--- config.mk ---
export PLATFORM = sky130hd
export DESIGN_NAME = sbc_power
export DESIGN_NICKNAME = d
export VERILOG_FILES = /design/src/sv/spectrum_bin_colorizer_core_macros.svh /design/src/sv/sbc_pkg.sv /design/src/sv/sbc_power.sv
export SDC_FILE = /design/constraint.sdc
export NUM_CORES = 2
export LEC_CHECK = 0
export BUFFER_PORTS_ARGS = -buffer_cell sky130_fd_sc_hd__buf_2
export CORE_AREA = 2 2 320 322
export DETAILED_ROUTE_END_ITERATION = 16
export DIE_AREA = 0 0 322 324
export HOLD_SLACK_MARGIN = 0.12
export PLACE_DENSITY = 0.83
export RECOVER_POWER = 50
export SETUP_SLACK_MARGIN = 0.2
export SLEW_MARGIN = 0
export SYNTH_ARGS = -nofsm -noshare
export SYNTH_HDL_FRONTEND = slang
export SYNTH_SLANG_ARGS = --single-unit
--- constraint.sdc ---
create_clock -name clk -period 15.7 [get_ports clk]
set_input_delay 3.925 -clock clk [delete_from_list [all_inputs] [get_ports clk]]
set_output_delay 3.925 -clock clk [all_outputs]
set_load 0.005 [all_outputs]
--- src/sv/spectrum_bin_colorizer_core_macros.svh ---
// Assertion helpers for the spectrum bin colouriser.
// Each macro expects signals named clk and rst in the scope where it is used.
`ifndef SPECTRUM_BIN_COLORIZER_CORE_MACROS_SVH
`define SPECTRUM_BIN_COLORIZER_CORE_MACROS_SVH

`ifndef SYNTHESIS

// Same-cycle implication, disabled while reset is high.
`define SBC_ASSERT_IMPL(lbl, ante, cons, msg) \
  lbl: assert property (@(posedge clk) disable iff (rst) (ante) |-> (cons)) else $error(msg);

// Next-cycle implication, disabled while reset is high.
`define SBC_ASSERT_NEXT(lbl, ante, cons, msg) \
  lbl: assert property (@(posedge clk) disable iff (rst) (ante) |=> (cons)) else $error(msg);

`else

`define SBC_ASSERT_IMPL(lbl, ante, cons, msg)
`define SBC_ASSERT_NEXT(lbl, ante, cons, msg)

`endif

`endif

--- src/sv/sbc_pkg.sv ---
package sbc_pkg;

  localparam int unsigned FFT_LENGTH_DEFAULT = 2048;

  // Configuration port: one 32-bit register at byte address 0.
  localparam int unsigned ADDR_W = 3;
  localparam logic [0:0] REG_DB_RANGE = 1'b0;
  localparam logic [7:0] DB_RANGE_RESET = 8'd85;

  // 5*log10(2) in Q16, rounded.
  localparam logic [16:0] DB_K = 17'd98642;

  localparam int unsigned FRAC_W = 16;
  localparam int unsigned L2_MAG_W = 23;
  localparam logic [L2_MAG_W-1:0] L2_ZERO_MAG = 23'(30 * 65536);

  localparam int unsigned DIV_W = 24;
  localparam int unsigned DIV_STEP = 4;
  localparam int unsigned DIV_STAGES = DIV_W / DIV_STEP;

  localparam logic [16:0] Q16_ONE = 17'h10000;
  localparam logic [16:0] HALF_SCALE = 17'h08000;
  localparam logic [23:0] RED_CLAMP = 24'(255 * 65536);
  localparam logic [7:0] FULL_LEVEL = 8'd255;

  typedef struct packed {
    logic        valid;
    logic [63:0] pw;
  } pw_beat_t;

  typedef struct packed {
    logic                valid;
    logic                neg;
    logic [L2_MAG_W-1:0] mag;
  } l2_beat_t;

  typedef struct packed {
    logic             valid;
    logic             neg;
    logic [DIV_W-1:0] quo;
  } quo_beat_t;

  typedef struct packed {
    logic       valid;
    logic [7:0] red;
    logic [7:0] green;
  } pix_beat_t;

  // Q16 base-2 logarithm, evaluated at elaboration for the length correction.
  function automatic logic [21:0] log2_q16(input logic [63:0] x);
    logic [5:0]  e;
    logic [63:0] m;
    logic [15:0] frac;
    e = 6'd0;
    for (int i = 0; i < 64; i++) begin
      if (x[i]) begin
        e = 6'(i);
      end
    end
    if (e >= 6'd30) begin
      m = x >> (e - 6'd30);
    end else begin
      m = x << (6'd30 - e);
    end
    frac = 16'd0;
    for (int j = 0; j < 16; j++) begin
      m = (m * m) >> 30;
      frac = {frac[14:0], 1'b0};
      if (m >= 64'h8000_0000) begin
        m = m >> 1;
        frac[0] = 1'b1;
      end
    end
    return {e, frac};
  endfunction

endpackage

--- src/sv/sbc_power.sv ---
module sbc_power (
  input  logic               clk,
  input  logic               rst,
  input  logic               adv,
  input  logic               take,
  input  logic signed [31:0] bin_real,
  input  logic signed [31:0] bin_imag,
  output sbc_pkg::pw_beat_t  pw_out
);

  logic [31:0] re_abs;
  logic [31:0] im_abs;
  logic [63:0] re_sq;
  logic [63:0] im_sq;
  logic        a_valid;
  logic [62:0] sq_re;
  logic [62:0] sq_im;
  logic        b_valid;
  logic [63:0] pw;

  assign re_abs = bin_real[31] ? (~bin_real + 32'd1) : bin_real;
  assign im_abs = bin_imag[31] ? (~bin_imag + 32'd1) : bin_imag;
  assign re_sq  = {32'd0, re_abs} * {32'd0, re_abs};
  assign im_sq  = {32'd0, im_abs} * {32'd0, im_abs};

  always_ff @(posedge clk) begin
    if (rst) begin
      a_valid <= 1'b0;
      b_valid <= 1'b0;
    end else if (adv) begin
      a_valid <= take;
      b_valid <= a_valid;
    end
  end

  always_ff @(posedge clk) begin
    if (adv) begin
      sq_re <= re_sq[62:0];
      sq_im <= im_sq[62:0];
      pw    <= {1'b0, sq_re} + {1'b0, sq_im};
    end
  end

  assign pw_out.valid = b_valid;
  assign pw_out.pw    = pw;

endmodule

## After elaboration in Yosys (flattened, before gate mapping)

Cells that the tools add are included.

- Flip-flop bits (word level): 192
- Bits in latches: 0
- RAM bits: 0
- Memory bits (read-only): 0
- Input port bits: 68
- Output and inout bits: 65
- Word-level logic and storage cells: 14
- Memories kept: 0

- Add/sub/neg operators: 3
- Multipliers: 2
- Divide/modulo/power cells: 0
- $lt $le $gt $ge: 0
- Eq/ne operators: 0
- Shift-type cells: 0
- Mux-type cells: 2
- Bitwise logic cells: 2
- Reductions and logical operators: 0

Operators with widths:

| cell | number |
|---|---|
| multiplier 32 x 32 -> 63 bit | 2 |
| adder 32 x 1 -> 32 bit, second input constant | 2 |
| adder 63 x 63 -> 64 bit | 1 |
| 2-to-1 mux 32 bit | 2 |
| NOT 32 bit | 2 |

## Depth between registers and ports, before layout

- Depth after elaboration: 4
- Depth in mapped cells: 43

## Worst setup path after synthesis

No wires, ideal clock.

- Kind: input to register
- Start: input port bin_real[0]
- End: register sq_re[62], data pin
- Arrival time: 13929 ps
- Data required time: 15436 ps
- Path slack: 1507 ps
- Cell stages on the path: 41
- Buffers on the path: 3
- Cell sequence: inv_1 clkbuf_1 clkbuf_1 ha_1 nand2_1 or4_1 or4_1 or3_1 inv_1 nand2_1 and2_1 xnor2_2 inv_2 clkbuf_1 nand2_1 fa_1 fa_1 inv_1 [5 not listed] fa_1 fa_1 inv_1 fa_1 inv_1 ha_1 a21oi_1 o21bai_1 a21o_1 a2111oi_0 nor3_1 or3_1 a31oi_1 o21bai_1 a221oi_1 nor3_1 o31ai_1 xnor2_1

- Longest elaborated chain between the ends: 4

RTL lines:

| what | line | RTL |
|---|---|---|
| start, declared | sbc_power.sv:6 | `input logic signed [31:0] bin_real,` |
| NOT 32 bit | sbc_power.sv:21 | `assign re_abs = bin_real[31] ? (~bin_real + 32'd1) : bin_real;` |
| adder 32 x 1 -> 32 bit | sbc_power.sv:21 |  |
| 2-to-1 mux 32 bit * | sbc_power.sv:21 |  |
| multiplier 32 x 32 -> 63 bit * | sbc_power.sv:23 | `assign re_sq = {32'd0, re_abs} * {32'd0, re_abs};` |
| named net re_sq[62] | sbc_power.sv:13 | `logic [63:0] re_sq;` |
| end signal, assigned | sbc_power.sv:38 | `sq_re <= re_sq[62:0];` |
| end, declared | sbc_power.sv:16 | `logic [62:0] sq_re;` |

Mark *: on every way through the listed nets, which the timed path passes. The rest lies on a longest branch.
A chain may end at the register's enable or synchronous reset.

## Worst setup path in the final report

- Start: input port bin_real[0]
- End: register sq_re[56], data pin

Same word-level chain as after synthesis.

==> impl_metrics.json <==
{
  "ios": 133,
  "die_y_um": 324,
  "critical_path_class": "input pin to register",
  "dpl_worst_slack_ps": 576.5,
  "max_freq_mhz": 66.73,
  "ys_seq_area_frac": 0.08589,
  "maxSlewViolCount": 161,
  "post_drt_via_cell_ratio": 5.809,
  "post_cts_buffers": 0,
  "n_antenna_cell": 0,
  "dieWidth_um": 322,
  "r2r_start": "sq_im[3]$_DFFE_PP_",
  "path_clk_slew_ps": 80,
  "crit_top_cell": "fa_1",
  "period_share": 0.9546,
  "slowest_delay_ps": 590,
  "synth_edf_count": 188,
  "coreArea_um2": 101000,
  "synth_top_area_frac": 0.4830,
  "nets": 9287,
  "initial_utilization": 0.6553,
  "mostFrequentLayoutCell": "inv_1",
  "setup_viol": 0,
  "htreeDepth": 4,
  "hold_viol_final": 0,
  "synthCells": 6907,
  "yosysTopAreaCell": "fa_1",
  "worst_skew_pair.late_latency_ps": 450,
  "vias": 48410,
  "status": "finished with violations",
  "ys_top_cells_by_area": "fa_1 48%, ha_1 12%, inv_1 11%, edfxtp_1 8.5%, nand2_1 3.3%",
  "root_buffer": "clkbuf_16",
  "fin_crit_ps": 14990,
  "tightestPinTransition_ps": 3883,
  "drc": 0,
  "ys_async_sr_fraction": 0,
  "violations": "max-capacitance violations, max-slew violations",
  "clock_sinks": 190,
  "synthDistinctLibCells": 85,
  "ys_seq_elements": 190,
  "startpoint": "bin_real[0]",
  "port_buffers": 132,
  "timing.final.ws_setup_ps": 713.3,
  "hold_start": "a_valid$_SDFFE_PP0P_",
  "worstPathRequired_ps": 15900,
  "slowest_stage": "clkinv_1",
  "hp-class": "register to register",
  "post-dp-hpwl_um": 144000,
  "crit_buf_inv": 7,
  "cap_violations": 3,
  "antenna_found_initial": 1,
  "grt_usage": 0.3518,
  "regArea_um2": 5685,
  "setup-tns-final_ps": 0,
  "gp_congestion": 1.020,
  "die-area_um2": 104300,
  "antenna_left": 0,
  "grt_overflow_total": 0,
  "synthToLayoutAreaGrowth_pct": 4.707,
  "cp.arrival_ps": 15190,
  "layout_common_cells": "1,946 x inv_1, 1,597 x fa_1, 610 x ha_1, 588 x nand2_1, 578 x nor2_1",
  "grt_start_max_net_pins": 75,
  "clock_skew_ps": 11.19,
  "cts_tree": "done",
  "cts_hold_buffers": 0,
  "drt_wl_total_um": 173200,
  "ys_warn_count": 0,
  "wl_per_cell_um": 20.78,
  "cts_buffers": 17,
  "drt_iter0_drc": 4128,
  "avgSynthCellArea_um2": 9.584,
  "drtPass1Iterations": 6,
  "grt_setup_unrepaired": "no",
  "cts_resized": 0,
  "synthesis.area_um2": 66190,
  "path_delay_family": "adder cells",
  "slew_headroom": -1.589,
  "first_global_vias": 53880,
  "synth_flop_cell": "edfxtp_1",
  "grt_pass1_wl_um": 280400,
  "fillers": 7524,
  "multi_input_area_um2": 52510,
  "critical_path.max_fanout": 16,
  "cts_buffer_depth": 2,
  "startpoint_type": "input pin",
  "end_kind": "register",
  "num_rows": 117,
  "final_layout_size_suffix_gt1_frac": 0.04171
}
synth_stat cells, types with 23 or more instances:
library cell,number
a21o_1,136
a21oi_1,182
and3_1,23
buf_2,23
clkbuf_1,174
edfxtp_1,188
fa_1,1597
ha_1,610
inv_1,1946
nand2_1,588
nand3_1,29
nand4_1,31
nor2_1,578
nor3_1,36
o21ai_0,114
o21bai_1,36
xnor2_1,177
xor2_1,107
through the flow:
stage / hold slack, ps / cells / utilization / instance area (um2)
finish: 522.9 / 8334 / 0.6862 / 69310
global placement: 473.9 / 8302 / 0.6809 / 68770
floorplan: 460.1 / 6953 / - / 66370
global route: 568.9 / 8334 / 0.6862 / 69310
CTS: 528.9 / 8334 / 0.6868 / 69370
detailed placement: 508.3 / 8302 / 0.6809 / 68770
worst paths after layout:
path                               end  slack, ps  cells past startpoint
setup / recovery   sq_re[56]$_DFFE_PP_        710                     37
hold / removal    b_valid$_SDFFE_PP0P_        520                      2
setup reg to reg      pw[54]$_DFFE_PP_      11020                     13
hold reg to reg   b_valid$_SDFFE_PP0P_        520                      2
sequential cells by signal, indices dropped and copies added (netlist names):
name / cells
sq_im: 62
sq_re: 62
b_valid: 1
a_valid: 1
pw: 64
worst min-delay path, stage by stage, from the launching register on:
cell and delay (ps):
dfxtp_1 340, mux2i_1 80, nor2_1 80
layer usage:
| layer | vias up | global-route usage | wire length, um | share of wire |
|---|---|---|---|---|
| li1 | 20730 | - | - | - |
| met4 | 0 | 0.1829 | 10970 | 0.063 |
| met3 | 698 | 0.08372 | 19500 | 0.11 |
| met5 | - | 0 | 0 | 0 |
| met2 | 2649 | 0.5659 | 81110 | 0.47 |
| met1 | 24330 | 0.4472 | 61610 | 0.36 |
cell families (layout without fill, tap and decap cells):
family | count (synthesis) | after routing | synth area share
simple gates | 1396 | 1396 | 0.08841
xor+xnor | 288 | 288 | 0.03873
flops | 190 | 190 | 0.08589
compound gates | 638 | 638 | 0.06330
mux | 6 | 6 | 0.0009451
buf+inv | 2180 | 2252 | 0.1243
fa+ha+maj | 2207 | 2207 | 0.5983
other cells | 2 | 48 | 0.0001135
area by class of cell:
class,count,area share
repair buffers,247,0.02119
multi-input cells,4583,0.7576
clock buffers,17,0.006138
well taps,1309,0.02363
flip-flops and latches,190,0.08203
clock inverters,15,0.002527
inverters,1973,0.1069
Power is left out: the tool's default activity adds up to more than one toggle a clock period on the data nets, which glitch-free logic cannot reach.
