<file path="src/sv/spectrum_bin_colorizer_core_macros.svh">
// Assertion helpers for the spectrum bin colouriser.
// Each macro expects signals named clk and rst in the scope where it is used.
`ifndef SPECTRUM_BIN_COLORIZER_CORE_MACROS_SVH
`define SPECTRUM_BIN_COLORIZER_CORE_MACROS_SVH

`ifndef SYNTHESIS

// Same-cycle implication, disabled while reset is high.
`define SBC_ASSERT_IMPL(lbl, ante, cons, msg) \
  lbl: assert property (@(posedge clk) disable iff (rst) (ante) |-> (cons)) else $error(msg);

// Next-cycle implication, disabled while reset is high.
`define SBC_ASSERT_NEXT(lbl, ante, cons, msg) \
  lbl: assert property (@(posedge clk) disable iff (rst) (ante) |=> (cons)) else $error(msg);

`else

`define SBC_ASSERT_IMPL(lbl, ante, cons, msg)
`define SBC_ASSERT_NEXT(lbl, ante, cons, msg)

`endif

`endif

</file>
<file path="src/sv/sbc_pkg.sv">
package sbc_pkg;

  localparam int unsigned FFT_LENGTH_DEFAULT = 2048;

  // Configuration port: one 32-bit register at byte address 0.
  localparam int unsigned ADDR_W = 3;
  localparam logic [0:0] REG_DB_RANGE = 1'b0;
  localparam logic [7:0] DB_RANGE_RESET = 8'd85;

  // 5*log10(2) in Q16, rounded.
  localparam logic [16:0] DB_K = 17'd98642;

  localparam int unsigned FRAC_W = 16;
  localparam int unsigned L2_MAG_W = 23;
  localparam logic [L2_MAG_W-1:0] L2_ZERO_MAG = 23'(30 * 65536);

  localparam int unsigned DIV_W = 24;
  localparam int unsigned DIV_STEP = 4;
  localparam int unsigned DIV_STAGES = DIV_W / DIV_STEP;

  localparam logic [16:0] Q16_ONE = 17'h10000;
  localparam logic [16:0] HALF_SCALE = 17'h08000;
  localparam logic [23:0] RED_CLAMP = 24'(255 * 65536);
  localparam logic [7:0] FULL_LEVEL = 8'd255;

  typedef struct packed {
    logic        valid;
    logic [63:0] pw;
  } pw_beat_t;

  typedef struct packed {
    logic                valid;
    logic                neg;
    logic [L2_MAG_W-1:0] mag;
  } l2_beat_t;

  typedef struct packed {
    logic             valid;
    logic             neg;
    logic [DIV_W-1:0] quo;
  } quo_beat_t;

  typedef struct packed {
    logic       valid;
    logic [7:0] red;
    logic [7:0] green;
  } pix_beat_t;

  // Q16 base-2 logarithm, evaluated at elaboration for the length correction.
  function automatic logic [21:0] log2_q16(input logic [63:0] x);
    logic [5:0]  e;
    logic [63:0] m;
    logic [15:0] frac;
    e = 6'd0;
    for (int i = 0; i < 64; i++) begin
      if (x[i]) begin
        e = 6'(i);
      end
    end
    if (e >= 6'd30) begin
      m = x >> (e - 6'd30);
    end else begin
      m = x << (6'd30 - e);
    end
    frac = 16'd0;
    for (int j = 0; j < 16; j++) begin
      m = (m * m) >> 30;
      frac = {frac[14:0], 1'b0};
      if (m >= 64'h8000_0000) begin
        m = m >> 1;
        frac[0] = 1'b1;
      end
    end
    return {e, frac};
  endfunction

endpackage

</file>
<file path="src/sv/sbc_color.sv">
module sbc_color (
  input  logic               clk,
  input  logic               rst,
  input  logic               adv,
  input  sbc_pkg::quo_beat_t quo_in,
  output sbc_pkg::pix_beat_t pix_out
);

  logic [16:0] s;
  logic [25:0] r26;
  logic [23:0] rc;
  logic [24:0] rsum;
  logic [15:0] gs;
  logic [23:0] g;
  logic [24:0] gsum;
  logic        p_valid;
  logic [7:0]  p_red;
  logic [7:0]  p_green;

  // Level in Q16, clamped to [0, 1].
  always_comb begin
    if (!quo_in.neg) begin
      s = sbc_pkg::Q16_ONE;
    end else if (quo_in.quo >= {7'd0, sbc_pkg::Q16_ONE}) begin
      s = 17'd0;
    end else begin
      s = sbc_pkg::Q16_ONE - {1'b0, quo_in.quo[15:0]};
    end
  end

  assign r26  = ({9'd0, s} << 9) - ({9'd0, s} << 1);
  assign rc   = (r26 > {2'b00, sbc_pkg::RED_CLAMP}) ? sbc_pkg::RED_CLAMP : r26[23:0];
  assign rsum = {1'b0, rc} + 25'h00FFFF;

  assign gs   = (s >= sbc_pkg::HALF_SCALE) ? 16'(s - sbc_pkg::HALF_SCALE) : 16'd0;
  assign g    = ({8'd0, gs} << 9) - ({8'd0, gs} << 1);
  assign gsum = {1'b0, g} + 25'h00FFFF;

  always_ff @(posedge clk) begin
    if (rst) begin
      p_valid <= 1'b0;
    end else if (adv) begin
      p_valid <= quo_in.valid;
    end
  end

  always_ff @(posedge clk) begin
    if (adv) begin
      p_red   <= sbc_pkg::FULL_LEVEL - rsum[23:16];
      p_green <= sbc_pkg::FULL_LEVEL - gsum[23:16];
    end
  end

  assign pix_out.valid = p_valid;
  assign pix_out.red   = p_red;
  assign pix_out.green = p_green;

endmodule

</file>
<file path="config.mk">
export PLATFORM = sky130hd
export DESIGN_NAME = sbc_color
export DESIGN_NICKNAME = d
export VERILOG_FILES = /design/src/sv/spectrum_bin_colorizer_core_macros.svh /design/src/sv/sbc_pkg.sv /design/src/sv/sbc_color.sv
export SDC_FILE = /design/constraint.sdc
export NUM_CORES = 1
export LEC_CHECK = 0
export BUFFER_PORTS_ARGS = -buffer_cell sky130_fd_sc_hd__buf_4
export CORE_MARGIN = 5
export CORE_UTILIZATION = 57
export CTS_CLUSTER_DIAMETER = 100
export CTS_CLUSTER_SIZE = 30
export DETAILED_ROUTE_END_ITERATION = 8
export PLACE_DENSITY = 0.89
export RECOVER_POWER = 25
export SETUP_SLACK_MARGIN = 0.5
export SLEW_MARGIN = 30
export SYNTH_ARGS = -nofsm -noshare
export SYNTH_HDL_FRONTEND = slang
export SYNTH_SLANG_ARGS = --single-unit
</file>
<file path="constraint.sdc">
create_clock -name clk -period 5.8 [get_ports clk]
set_input_delay 0 -clock clk [delete_from_list [all_inputs] [get_ports clk]]
set_output_delay 0 -clock clk [all_outputs]
set_load 0.03 [all_outputs]
</file>
Word level (Yosys, flattened, before mapping)
Cells that the tools add are included.
{"block": "totals", "register_bits": 17, "n_memories": 0, "mem_bits_rw": 0, "romBits": 0, "input_bits": 29, "out_inout_bits": 17, "elab_cells": 18, "latchBits": 0}
{"block": "classes", "n_div": 0, "multipliers": 0, "n_lt_le_gt_ge": 3, "n_addsub": 8, "reduce_logical": 0, "mux": 4, "bitwise_logic": 0, "shifts": 0, "eq_ne": 0}
{"operator": "$add A24 B16 Y24 const B", "count": 2}
{"operator": "$mux W17", "count": 2}
{"operator": "$gt A26 B24 Y1 const B", "count": 1}
{"operator": "$sub A26 B18 Y26", "count": 1}
{"operator": "$ge A24 B17 Y1 const B", "count": 1}
{"operator": "$mux W24", "count": 1}
{"operator": "$sub A24 B17 Y24", "count": 1}
{"operator": "$ge A17 B16 Y1 const B", "count": 1}
{"operator": "$sub A17 B16 Y17 const A", "count": 1}
{"operator": "$mux W16", "count": 1}
{"operator": "$sub A16 B16 Y16 const B", "count": 1}
{"operator": "$sub A8 B8 Y8 const A", "count": 2}

Depth between registers and ports, before layout
Gate-level depths: netlist (run 1).
{"block": "logic_depth", "depth_word": 8, "depth_mapped": 22, "ltp_nobuf": 21}

Worst setup path before layout (run 1)
OpenSTA, ideal clock, no wires.
{"block": "synth_timing", "kind": "input-to-reg", "startpoint": "in quo_in[2] (netlist bit)", "endpoint": "reg p_green[7] (data pin)", "setup_time_ns": 0.258, "required_time_ns": 5.542, "setup_slack_ns": 1.405, "cell_stages": 21, "n_path_buf": 3, "arrival_time_ns": 4.137, "cell_sequence": "buf_6 or4_4 buf_6 nor3_4 a21oi_1 a31o_2 o21ai_0 clkbuf_1 nand2_1 nor2_1 ha_1 ha_1 o21a_1 o21ai_0 nand2b_1 a31o_2 a21oi_1 o21ai_0 o41ai_1 o21bai_1 xnor2_1"}
{"block": "synth_between", "elab_chain_len": 8, "word_cells_on_any_way": 10, "classes_between": "add/sub (5); order compare (2); mux (3)"}
{"element": "start, declared", "line_no": "sbc_color.sv:5", "text": "input sbc_pkg::quo_beat_t quo_in,"}
{"element": "$ge A24 B17 Y1 / $sub A17 B16 Y17 (equally long branches)", "line_no": "sbc_color.sv:24, sbc_color.sv:27"}
{"element": "$mux W17 (*)", "line_no": "sbc_color.sv:24", "text": "end else if (quo_in.quo >= {7'd0, sbc_pkg::Q16_ONE}) begin"}
{"element": "$mux W17 (*)", "line_no": "sbc_color.sv:22", "text": "if (!quo_in.neg) begin"}
{"element": "$sub A16 B16 Y16 / $ge A17 B16 Y1 (equally long branches)", "line_no": "sbc_color.sv:35", "text": "assign gs = (s >= sbc_pkg::HALF_SCALE) ? 16'(s - sbc_pkg::HALF_SCALE) : 16'd0;"}
{"element": "$mux W16 (*)", "line_no": "sbc_color.sv:35"}
{"element": "$sub A24 B17 Y24 (*)", "line_no": "sbc_color.sv:36", "text": "assign g = ({8'd0, gs} << 9) - ({8'd0, gs} << 1);"}
{"element": "$add A24 B16 Y24 (*)", "line_no": "sbc_color.sv:37", "text": "assign gsum = {1'b0, g} + 25'h00FFFF;"}
{"element": "$sub A8 B8 Y8 (*)", "line_no": "sbc_color.sv:50", "text": "p_green <= sbc_pkg::FULL_LEVEL - gsum[23:16];"}
{"element": "end signal, assigned", "line_no": "sbc_color.sv:50"}
{"element": "end, declared", "line_no": "sbc_color.sv:18", "text": "logic [7:0] p_green;"}
Mark *: on every way between the ends. The rest lies on a longest branch, timed or not.
A chain may end at the register's enable or synchronous reset.

Worst setup path after layout (run 1)
{"block": "layout_timing", "startpoint": "in quo_in[9] (netlist bit)", "endpoint": "reg p_green[7] (data pin)"}
The elaborated chain is that of the path after synthesis.

==> flow_summary.ini, run 1 <==
[cts]
clkLatencyLatePin_ns = 0.25
cts_max_path_buffers = 2
cts_inserted_buffers = 3
clkSinkCount = 17
clk_pin_slew_ns = 0.06
tritoncts = done
cts-htree-levels = 1
clock_tree_root_driver_cell = sky130_fd_sc_hd__clkbuf_8

[die]
dieArea_um2 = 5830
core.rowCount = 24
dieWidth_um = 76.3
initial_cell_density_of_the_core_pct = 58.0
num_io_pins = 46
dieHeight_um = 76.3
core-area_um2 = 4320

[power_and_ir_drop]
clock_power_share_pct = 25.2
totalPowerFinal_mw = 0.349
power_report.internal_total_mw = 0.240
switch_pwr_mw = 0.109
seq_power_share_pct = 42.3
ir_worst_vdd_mv = 0.0471
cellPowerDensity_nw_per_um2 = 119
combPwrFrac_pct = 32.5
switching_share_pct = 31.1
cellLeakagePower_nw = 1.24

[logic_synthesis]
synthTopCellsByArea = sky130_fd_sc_hd__edfxtp_1 (19%), sky130_fd_sc_hd__ha_1 (14%), sky130_fd_sc_hd__xnor2_1 (6.6%)
synth_most_common_cell = sky130_fd_sc_hd__nor2_1
syn-cell-area_um2 = 2510
synth_cells = 312
post_synth_edffs = 16
synth.ff_latch_count = 17
netlist-cell-type-count = 59
seq_area_frac_synth_pct = 20.0
yosys_warnings = 0
synth.net_count = 369
synth_top_cell_by_area = sky130_fd_sc_hd__edfxtp_1
synth_top_cell_area_share_pct = 19.2
synth_common_cells = sky130_fd_sc_hd__nor2_1 (35), sky130_fd_sc_hd__ha_1 (28), sky130_fd_sc_hd__nand2_1 (25)
synth_async_sr_flop_share_pct = 0
synth_area_per_cell_um2 = 8.04
synth_ff_type = sky130_fd_sc_hd__edfxtp_1

[drt]
routedWlPerCell_um = 16.2
first_iter_violations = 193
first_pass_iters = 4
number_of_remaining_drc_errors = 0
viasPerCell = 6.40
postRouteWirelength_mm = 6.56
ant_nets = 0
vias = 2599

[critical_path]
timing.critical_path.arrival_ns = 4.61
crit_path_launch_type = input port
slowest_cp_cell = sky130_fd_sc_hd__or4_1
critical_path_buf_inv_count = 2
data_required_time_of_the_critical_path_ns = 5.81
critical_path.cell_chain = buf_4 -> or4_1 -> nor3_1 -> a21oi_1 -> a31o_2 -> o21ai_0 -> buf_4 -> nand3_1 -> ha_1 -> ha_1 -> o21a_1 -> o21ai_0 -> nand2b_1 -> a31o_2 -> a21oi_1 -> o21ai_0 -> o41ai_1 -> o21bai_1 -> xnor2_1
cp_top_family = compound AO/OA/AOI/OAI gates
crit_fanout = 12
setup.worst_path.end_class = register
worst_r2r_path_cells = 3
timing.setup.critical_path_class = input port to register
critical_path.max_stage_delay_ns = 0.58
critical_path_depth = 19
critical_path.most_common_cell = sky130_fd_sc_hd__o21ai_0

[sta]
final_number_of_hold_violating_endpoints = 0
worst_slack_ns = 1.19
maximum_clock_frequency_mhz = 217
max_slew.worst_pin.slew_ns = 0.918
final_period_minus_worst_setup_slack_ns = 4.61
final_min_period_over_clock_period_pct = 79.4
relSlewSlack_pct = 38.8
final_max_slew_viol_count = 0
finClkSkew_ns = 0
setup_viol_count_final = 0
grt_setup_unrepaired = no
tns_ns = 0

[status]
outcome = complete, no violations

[finish]
finalInstanceArea_um2 = 2930
layout-drive-gt1-share_pct = 18.9
final_util_pct = 67.7
synthToLayoutAreaGrowth_pct = 16.7
finish.net_count = 412
antenna_cells_inserted = 0
filler_cell_count = 380

[placed_design]
gpl.final_weighted_congestion = 0.995
detailed_place.area_um2 = 2860
post_place_setup_slack_ns = 0.963
dp.final_hpwl_mm = 5.38
io_buffers = 45

[grt]
grt_pass1_wl_mm = 11.1
gr-total-overflow = 0
antenna_found_initial = 0
grtUsageTotal_pct = 22.2
grt_start_max_net_pins = 18
first_global_vias = 2504

[min_path]
holdPathStages = 3
hold_class = input port to register

[job]
timing.max_cap.violations = 0
==> flip-flops by register name, indices dropped and copies added, names as in the netlist <==
register and flops:
p_green 8, p_red 8, p_valid 1
==> power groups by stage <==
stage	registers (mW)	logic [mW]	clock network, mW
floorplan	0.169	0.0468	0
detailed placement	0.150	0.111	0
CTS	0.148	0.113	0.0858
finish	0.147	0.113	0.0880
global placement	0.149	0.109	0
global route	0.149	0.122	0.0901
==> logic make-up (layout without fill, tap and decap cells) <==
kind of cell    count (synthesis)  after routing  synth area share (%)
mux                             3              3                  1.20
buf+inv                        31             73                  5.44
simple gates                  133            133                  28.5
fa+ha+maj                      28             28                  14.0
compound gates                 74             74                  21.8
xor+xnor                       26             26                  9.08
flops                          17             17                  20.0
==> timing repair <==
| action | CTS | global route |
|---|---|---|
| hold buffers | 2 | 0 |
| buffers inserted | 0 | 0 |
| endpoints found under the setup margin | 0 | 0 |
| hold endpoints to repair | 1 | 0 |
| resized for setup | 0 | 0 |
==> cell usage in the layout, fill, tap and decap left out, types with 3 or more instances in the layout <==
| cell type | synthesis | final |
|---|---|---|
| sky130_fd_sc_hd__clkbuf_8 | 0 | 3 |
| sky130_fd_sc_hd__edfxtp_1 | 16 | 16 |
| sky130_fd_sc_hd__nor3_1 | 12 | 12 |
| sky130_fd_sc_hd__inv_1 | 19 | 19 |
| sky130_fd_sc_hd__o2111ai_1 | 3 | 3 |
| sky130_fd_sc_hd__or3_1 | 5 | 5 |
| sky130_fd_sc_hd__a31oi_1 | 4 | 4 |
| sky130_fd_sc_hd__nand2_1 | 25 | 25 |
| sky130_fd_sc_hd__o21ai_0 | 14 | 14 |
| sky130_fd_sc_hd__buf_4 | 1 | 46 |
| sky130_fd_sc_hd__a21o_1 | 4 | 4 |
| sky130_fd_sc_hd__nand2b_1 | 5 | 5 |
| sky130_fd_sc_hd__or4_1 | 5 | 5 |
| sky130_fd_sc_hd__and3_1 | 7 | 7 |
| sky130_fd_sc_hd__o211ai_1 | 3 | 3 |
| sky130_fd_sc_hd__xor2_1 | 7 | 7 |
| sky130_fd_sc_hd__a31o_2 | 3 | 3 |
| sky130_fd_sc_hd__nor2_1 | 35 | 35 |
| sky130_fd_sc_hd__xnor2_1 | 19 | 19 |
| sky130_fd_sc_hd__nand4_1 | 5 | 5 |
| sky130_fd_sc_hd__and2_1 | 6 | 6 |
| sky130_fd_sc_hd__o21a_1 | 4 | 4 |
| sky130_fd_sc_hd__nand3_1 | 7 | 7 |
| sky130_fd_sc_hd__a21oi_1 | 15 | 15 |
| sky130_fd_sc_hd__o31ai_1 | 3 | 3 |
| sky130_fd_sc_hd__mux2i_1 | 3 | 3 |
| sky130_fd_sc_hd__nor4_1 | 6 | 6 |
| sky130_fd_sc_hd__ha_1 | 28 | 28 |
==> per-stage QoR <==
stage          std cells  hold slack [ns]
4_1_cts              406            0.131
6_report             406            0.415
5_1_grt              406            0.449
3_3_place_gp         400            0.159
2_1_floorplan        312           0.0724
3_5_place_dp         400            0.165
==> worst reg2reg max path, stage by stage (launching register included) <==
cell and delay (ns):
sky130_fd_sc_hd__dfxtp_1 0.31, sky130_fd_sc_hd__mux2i_1 0.12, sky130_fd_sc_hd__nor2_1 0.05, sky130_fd_sc_hd__dlygate4sd3_1 0.55
==> worst paths after layout <==
path,startpoint,end,slack (ns)
min,quo_in[24],p_red[6],0.42
max,quo_in[9],p_green[7],1.19
min reg2reg,p_valid,p_valid,1.05
max reg2reg,p_valid,p_valid,4.66
==> area by class of cell <==
type | instances | area [µm²] | share of cell area [%]
Clock buffer | 4 | 45.0 | 1.54
Inverter | 20 | 75.1 | 2.57
Multi-Input combinational cell | 264 | 1870 | 63.9
Sequential cell | 17 | 500 | 17.1
Tap cell | 52 | 65.1 | 2.22
Timing Repair Buffer | 49 | 369 | 12.6
==> metal layers <==
metal	up-vias	track usage [%]	routed length (µm)
met4	0	9.27	205
met5	-	0	0
met3	25	4.37	467
met2	122	39.1	3230
met1	1211	25.8	2660
li1	1241	-	-
No activity file was read; power rests on OpenSTA's default activity.
==> run 2, diff against run 1 <==
--- a/config.mk
+++ b/config.mk
@@ -5,13 +5,14 @@
 export SDC_FILE = /design/constraint.sdc
 export NUM_CORES = 1
 export LEC_CHECK = 0
+export ABC_AREA = 1
 export BUFFER_PORTS_ARGS = -buffer_cell sky130_fd_sc_hd__buf_4
 export CORE_MARGIN = 5
-export CORE_UTILIZATION = 57
+export CORE_UTILIZATION = 59
 export CTS_CLUSTER_DIAMETER = 100
 export CTS_CLUSTER_SIZE = 30
 export DETAILED_ROUTE_END_ITERATION = 8
-export PLACE_DENSITY = 0.89
+export PLACE_DENSITY = 0.9
 export RECOVER_POWER = 25
 export SETUP_SLACK_MARGIN = 0.5
 export SLEW_MARGIN = 30
==> constraint.sdc (replaced) <==
create_clock -name clk -period 4.7 [get_ports clk]
set_input_delay 0 -clock clk [delete_from_list [all_inputs] [get_ports clk]]
set_output_delay 0 -clock clk [all_outputs]
set_load 0.03 [all_outputs]
==> run 2 against run 1 <==
  * Die area is 16% higher
  * Flip-flop and latch count stayed put
  * Highest routed layer unchanged
  * Wire length is 28% higher
  * Critical endpoint unchanged
  * Synthesized cell count is 58% higher
  * Largest cell class unchanged
==> flow_summary.ini, run 2 <==
[critical_path]
setup.worst_path.end_class = register
crit_path_launch_type = input port
worst_r2r_path_cells = 2
regToRegSetupSlack_ns = 4.07
data_required_time_of_the_critical_path_ns = 4.70
timing.critical_path.to = p_green[7]
setup.worst_path.start = quo_in[0]
critical_path.most_common_cell = sky130_fd_sc_hd__nand2_1
timing.setup.critical_path_class = input port to register
critical_path.cell_chain = buf_4 -> inv_2 -> ha_1 -> nand2_1 -> nor2_2 -> nand2_1 -> nor2_1 -> nand4_1 -> nor2_1 -> nand2_1 -> o31ai_2 -> inv_1 -> nand2_4 -> clkinvlp_4 -> nor2_1 -> inv_1 -> ha_1 -> ha_1 -> nand2_1 -> or3b_2 -> o21ai_2 -> nand4_1 -> nand2_1 -> xor2_1
slowest_cp_cell = sky130_fd_sc_hd__or3b_2
critical_path.max_stage_delay_ns = 0.46
timing.critical_path.arrival_ns = 3.88
crit_fanout = 8
rr_endpoint = p_valid
startpoint_of_the_most_critical_register_to_register_path = p_valid

[cts]
clkLatencyLatePin_ns = 0.25
cts_max_path_buffers = 2
tritoncts = done
clkSinkCount = 17
clock_tree_root_driver_cell = sky130_fd_sc_hd__clkbuf_8
cts_inserted_buffers = 3
clk_pin_slew_ns = 0.06
cts-htree-levels = 1

[die]
num_io_pins = 46
dieWidth_um = 82.3
dieArea_um2 = 6780
core.rowCount = 26
core-area_um2 = 5110
initial_cell_density_of_the_core_pct = 60.4
dieHeight_um = 82.3

[grt]
grt_pass1_wl_mm = 13.6
first_global_vias = 3208
grt_start_max_net_pins = 19
grtUsageTotal_pct = 25.4
gr-total-overflow = 0
antenna_found_initial = 0

[drt]
vias = 3470
number_of_remaining_drc_errors = 0
viasPerCell = 5.67
postRouteWirelength_mm = 8.38
ant_nets = 0
first_pass_iters = 5
routedWlPerCell_um = 13.7
first_iter_violations = 238

[placed_design]
dp.final_hpwl_mm = 6.92
io_buffers = 45
gpl.final_weighted_congestion = 0.954

[sta]
finClkSkew_ns = 0
relSlewSlack_pct = 42.9
maximum_clock_frequency_mhz = 258
final_min_period_over_clock_period_pct = 82.4
final_number_of_hold_violating_endpoints = 0
grt_setup_unrepaired = no
setup_viol_count_final = 0
final_max_slew_viol_count = 0
final.hold.worst_slack_ns = 0.0159
tns_ns = 0
max_slew.worst_pin.slew_ns = 0.856
final_period_minus_worst_setup_slack_ns = 3.87

[power_and_ir_drop]
seq_power_share_pct = 40.6
cellPowerDensity_nw_per_um2 = 125
totalPowerFinal_mw = 0.449
switching_share_pct = 34.5
clock_power_share_pct = 24.1
power_report.internal_total_mw = 0.294
cellLeakagePower_nw = 1.94
ir_worst_vdd_mv = 0.135
combPwrFrac_pct = 35.3
switch_pwr_mw = 0.155

[logic_synthesis]
synth_most_common_cell = sky130_fd_sc_hd__nand2_1
synth_common_cells = sky130_fd_sc_hd__nand2_1 (115), sky130_fd_sc_hd__inv_1 (67), sky130_fd_sc_hd__nor2_1 (66)
synthTopCellsByArea = sky130_fd_sc_hd__edfxtp_1 (16%), sky130_fd_sc_hd__nand2_1 (14%), sky130_fd_sc_hd__ha_1 (11%)
synth_top_cell_area_share_pct = 15.6
syn-cell-area_um2 = 3090
post_synth_edffs = 16
yosys_warnings = 0
synth_area_per_cell_um2 = 6.27
synth_top_cell_by_area = sky130_fd_sc_hd__edfxtp_1
synth_cells = 492
synth_async_sr_flop_share_pct = 0
synth_ff_type = sky130_fd_sc_hd__edfxtp_1
synth.ff_latch_count = 17
synth.net_count = 549
netlist-cell-type-count = 38
seq_area_frac_synth_pct = 16.2

[status]
outcome = complete, no violations

[finish]
mostFrequentLayoutCell = sky130_fd_sc_hd__nand2_1
layout-drive-gt1-share_pct = 18.8
largest_registers = p_green: 8 flops, p_red: 8 flops, p_valid: 1 flops
highest_count_cells_in_the_layout_ignoring_fill_and_taps = sky130_fd_sc_hd__nand2_1 (115), sky130_fd_sc_hd__inv_1 (67), sky130_fd_sc_hd__nor2_1 (66), sky130_fd_sc_hd__buf_4 (48), sky130_fd_sc_hd__nand3_1 (45)
synthToLayoutAreaGrowth_pct = 16.3
filler_cell_count = 444
finish.net_count = 600
antenna_cells_inserted = 0

[job]
timing.max_cap.violations = 0

[min_path]
hold_class = input port to register
worstHoldStart = quo_in[25]
## run 2: cell types whose count changed in the layout (fill, tap and decap cells not counted), sizes merged, moves of 5 or more
cell    previous run  this run
a21oi             15        27
and2               6         0
and3               7         0
inv               20        74
nand2             25       126
nand2b             5         0
nand3              7        53
nand4              5        29
nor2              35        78
or3                5         0
or4                7         0
xnor2             19         6
## run 2: worst min path at each step
stage,end,cells past startpoint,slack [ns]
floorplan,p_valid,1,0.07
global placement,p_valid,2,0.16
detailed placement,p_valid,2,0.16
CTS,p_valid,3,0.02
global route,p_valid,3,0.06
finish,p_valid,3,0.02
## run 2: cell type report
| class | count | area, µm² | area share [%] |
|---|---|---|---|
| repair inverters | 1 | 7.51 | 0.209 |
| clock inverters | 1 | 5.00 | 0.139 |
| well taps | 70 | 87.6 | 2.44 |
| clock buffers | 3 | 41.3 | 1.15 |
| inverters | 75 | 285 | 7.94 |
| repair buffers | 50 | 374 | 10.4 |
| flip-flops and latches | 17 | 500 | 13.9 |
| multi-input cells | 395 | 2290 | 63.8 |
## run 2: worst max-delay path, delay by kind of cell
family	cells	cell delay [ns]
AO/OA/AOI/OAI	2	0.44
XOR/XNOR	1	0.06
adder cells (fa/ha/maj)	3	0.86
buffers and inverters	5	0.60
AND/OR/NAND/NOR	13	1.90
## run 2: cell families after synthesis
logic type | share of synthesized area (%)
buffers and inverters | 10.1
XOR/XNOR | 2.55
AO/OA/AOI/OAI | 10.0
adder cells (fa/ha/maj) | 11.3
flip-flops | 16.2
multiplexers | 0.324
AND/OR/NAND/NOR | 49.5
## run 2: metrics by stage
stage	instance area [µm²]	instances	utilization, %	setup slack (ns)
after detailed placement	3500	604	68.5	0.395
after floorplan	3090	492	-	1.07
after CTS	3550	609	69.6	0.666
after global placement	3500	604	68.5	0.595
final	3590	612	70.3	0.826
after global routing	3590	612	70.3	0.399
## run 2: power by group through the flow
stage / clock network (mW) / logic (mW) / registers [mW]
3_3_place_gp: 0 / 0.151 / 0.185
6_report: 0.108 / 0.159 / 0.182
4_1_cts: 0.109 / 0.155 / 0.182
5_1_grt: 0.116 / 0.174 / 0.183
3_5_place_dp: 0 / 0.153 / 0.185
2_1_floorplan: 0 / 0.0730 / 0.208
## run 2: metal layers
layer	wire, µm	part of all wire [%]	global-route usage, %
met4	215	2.6	6.48
met2	4240	51	49.6
met1	3330	40	29.0
met3	593	7.1	2.17
met5	0	0	0
## run 2: timing repair
item,4_1_cts,5_1_grt
hold buffers,1,0
gates resized for setup,0,5
setup buffers,0,2
setup endpoints to repair,0,4
endpoints found under the hold margin,1,0
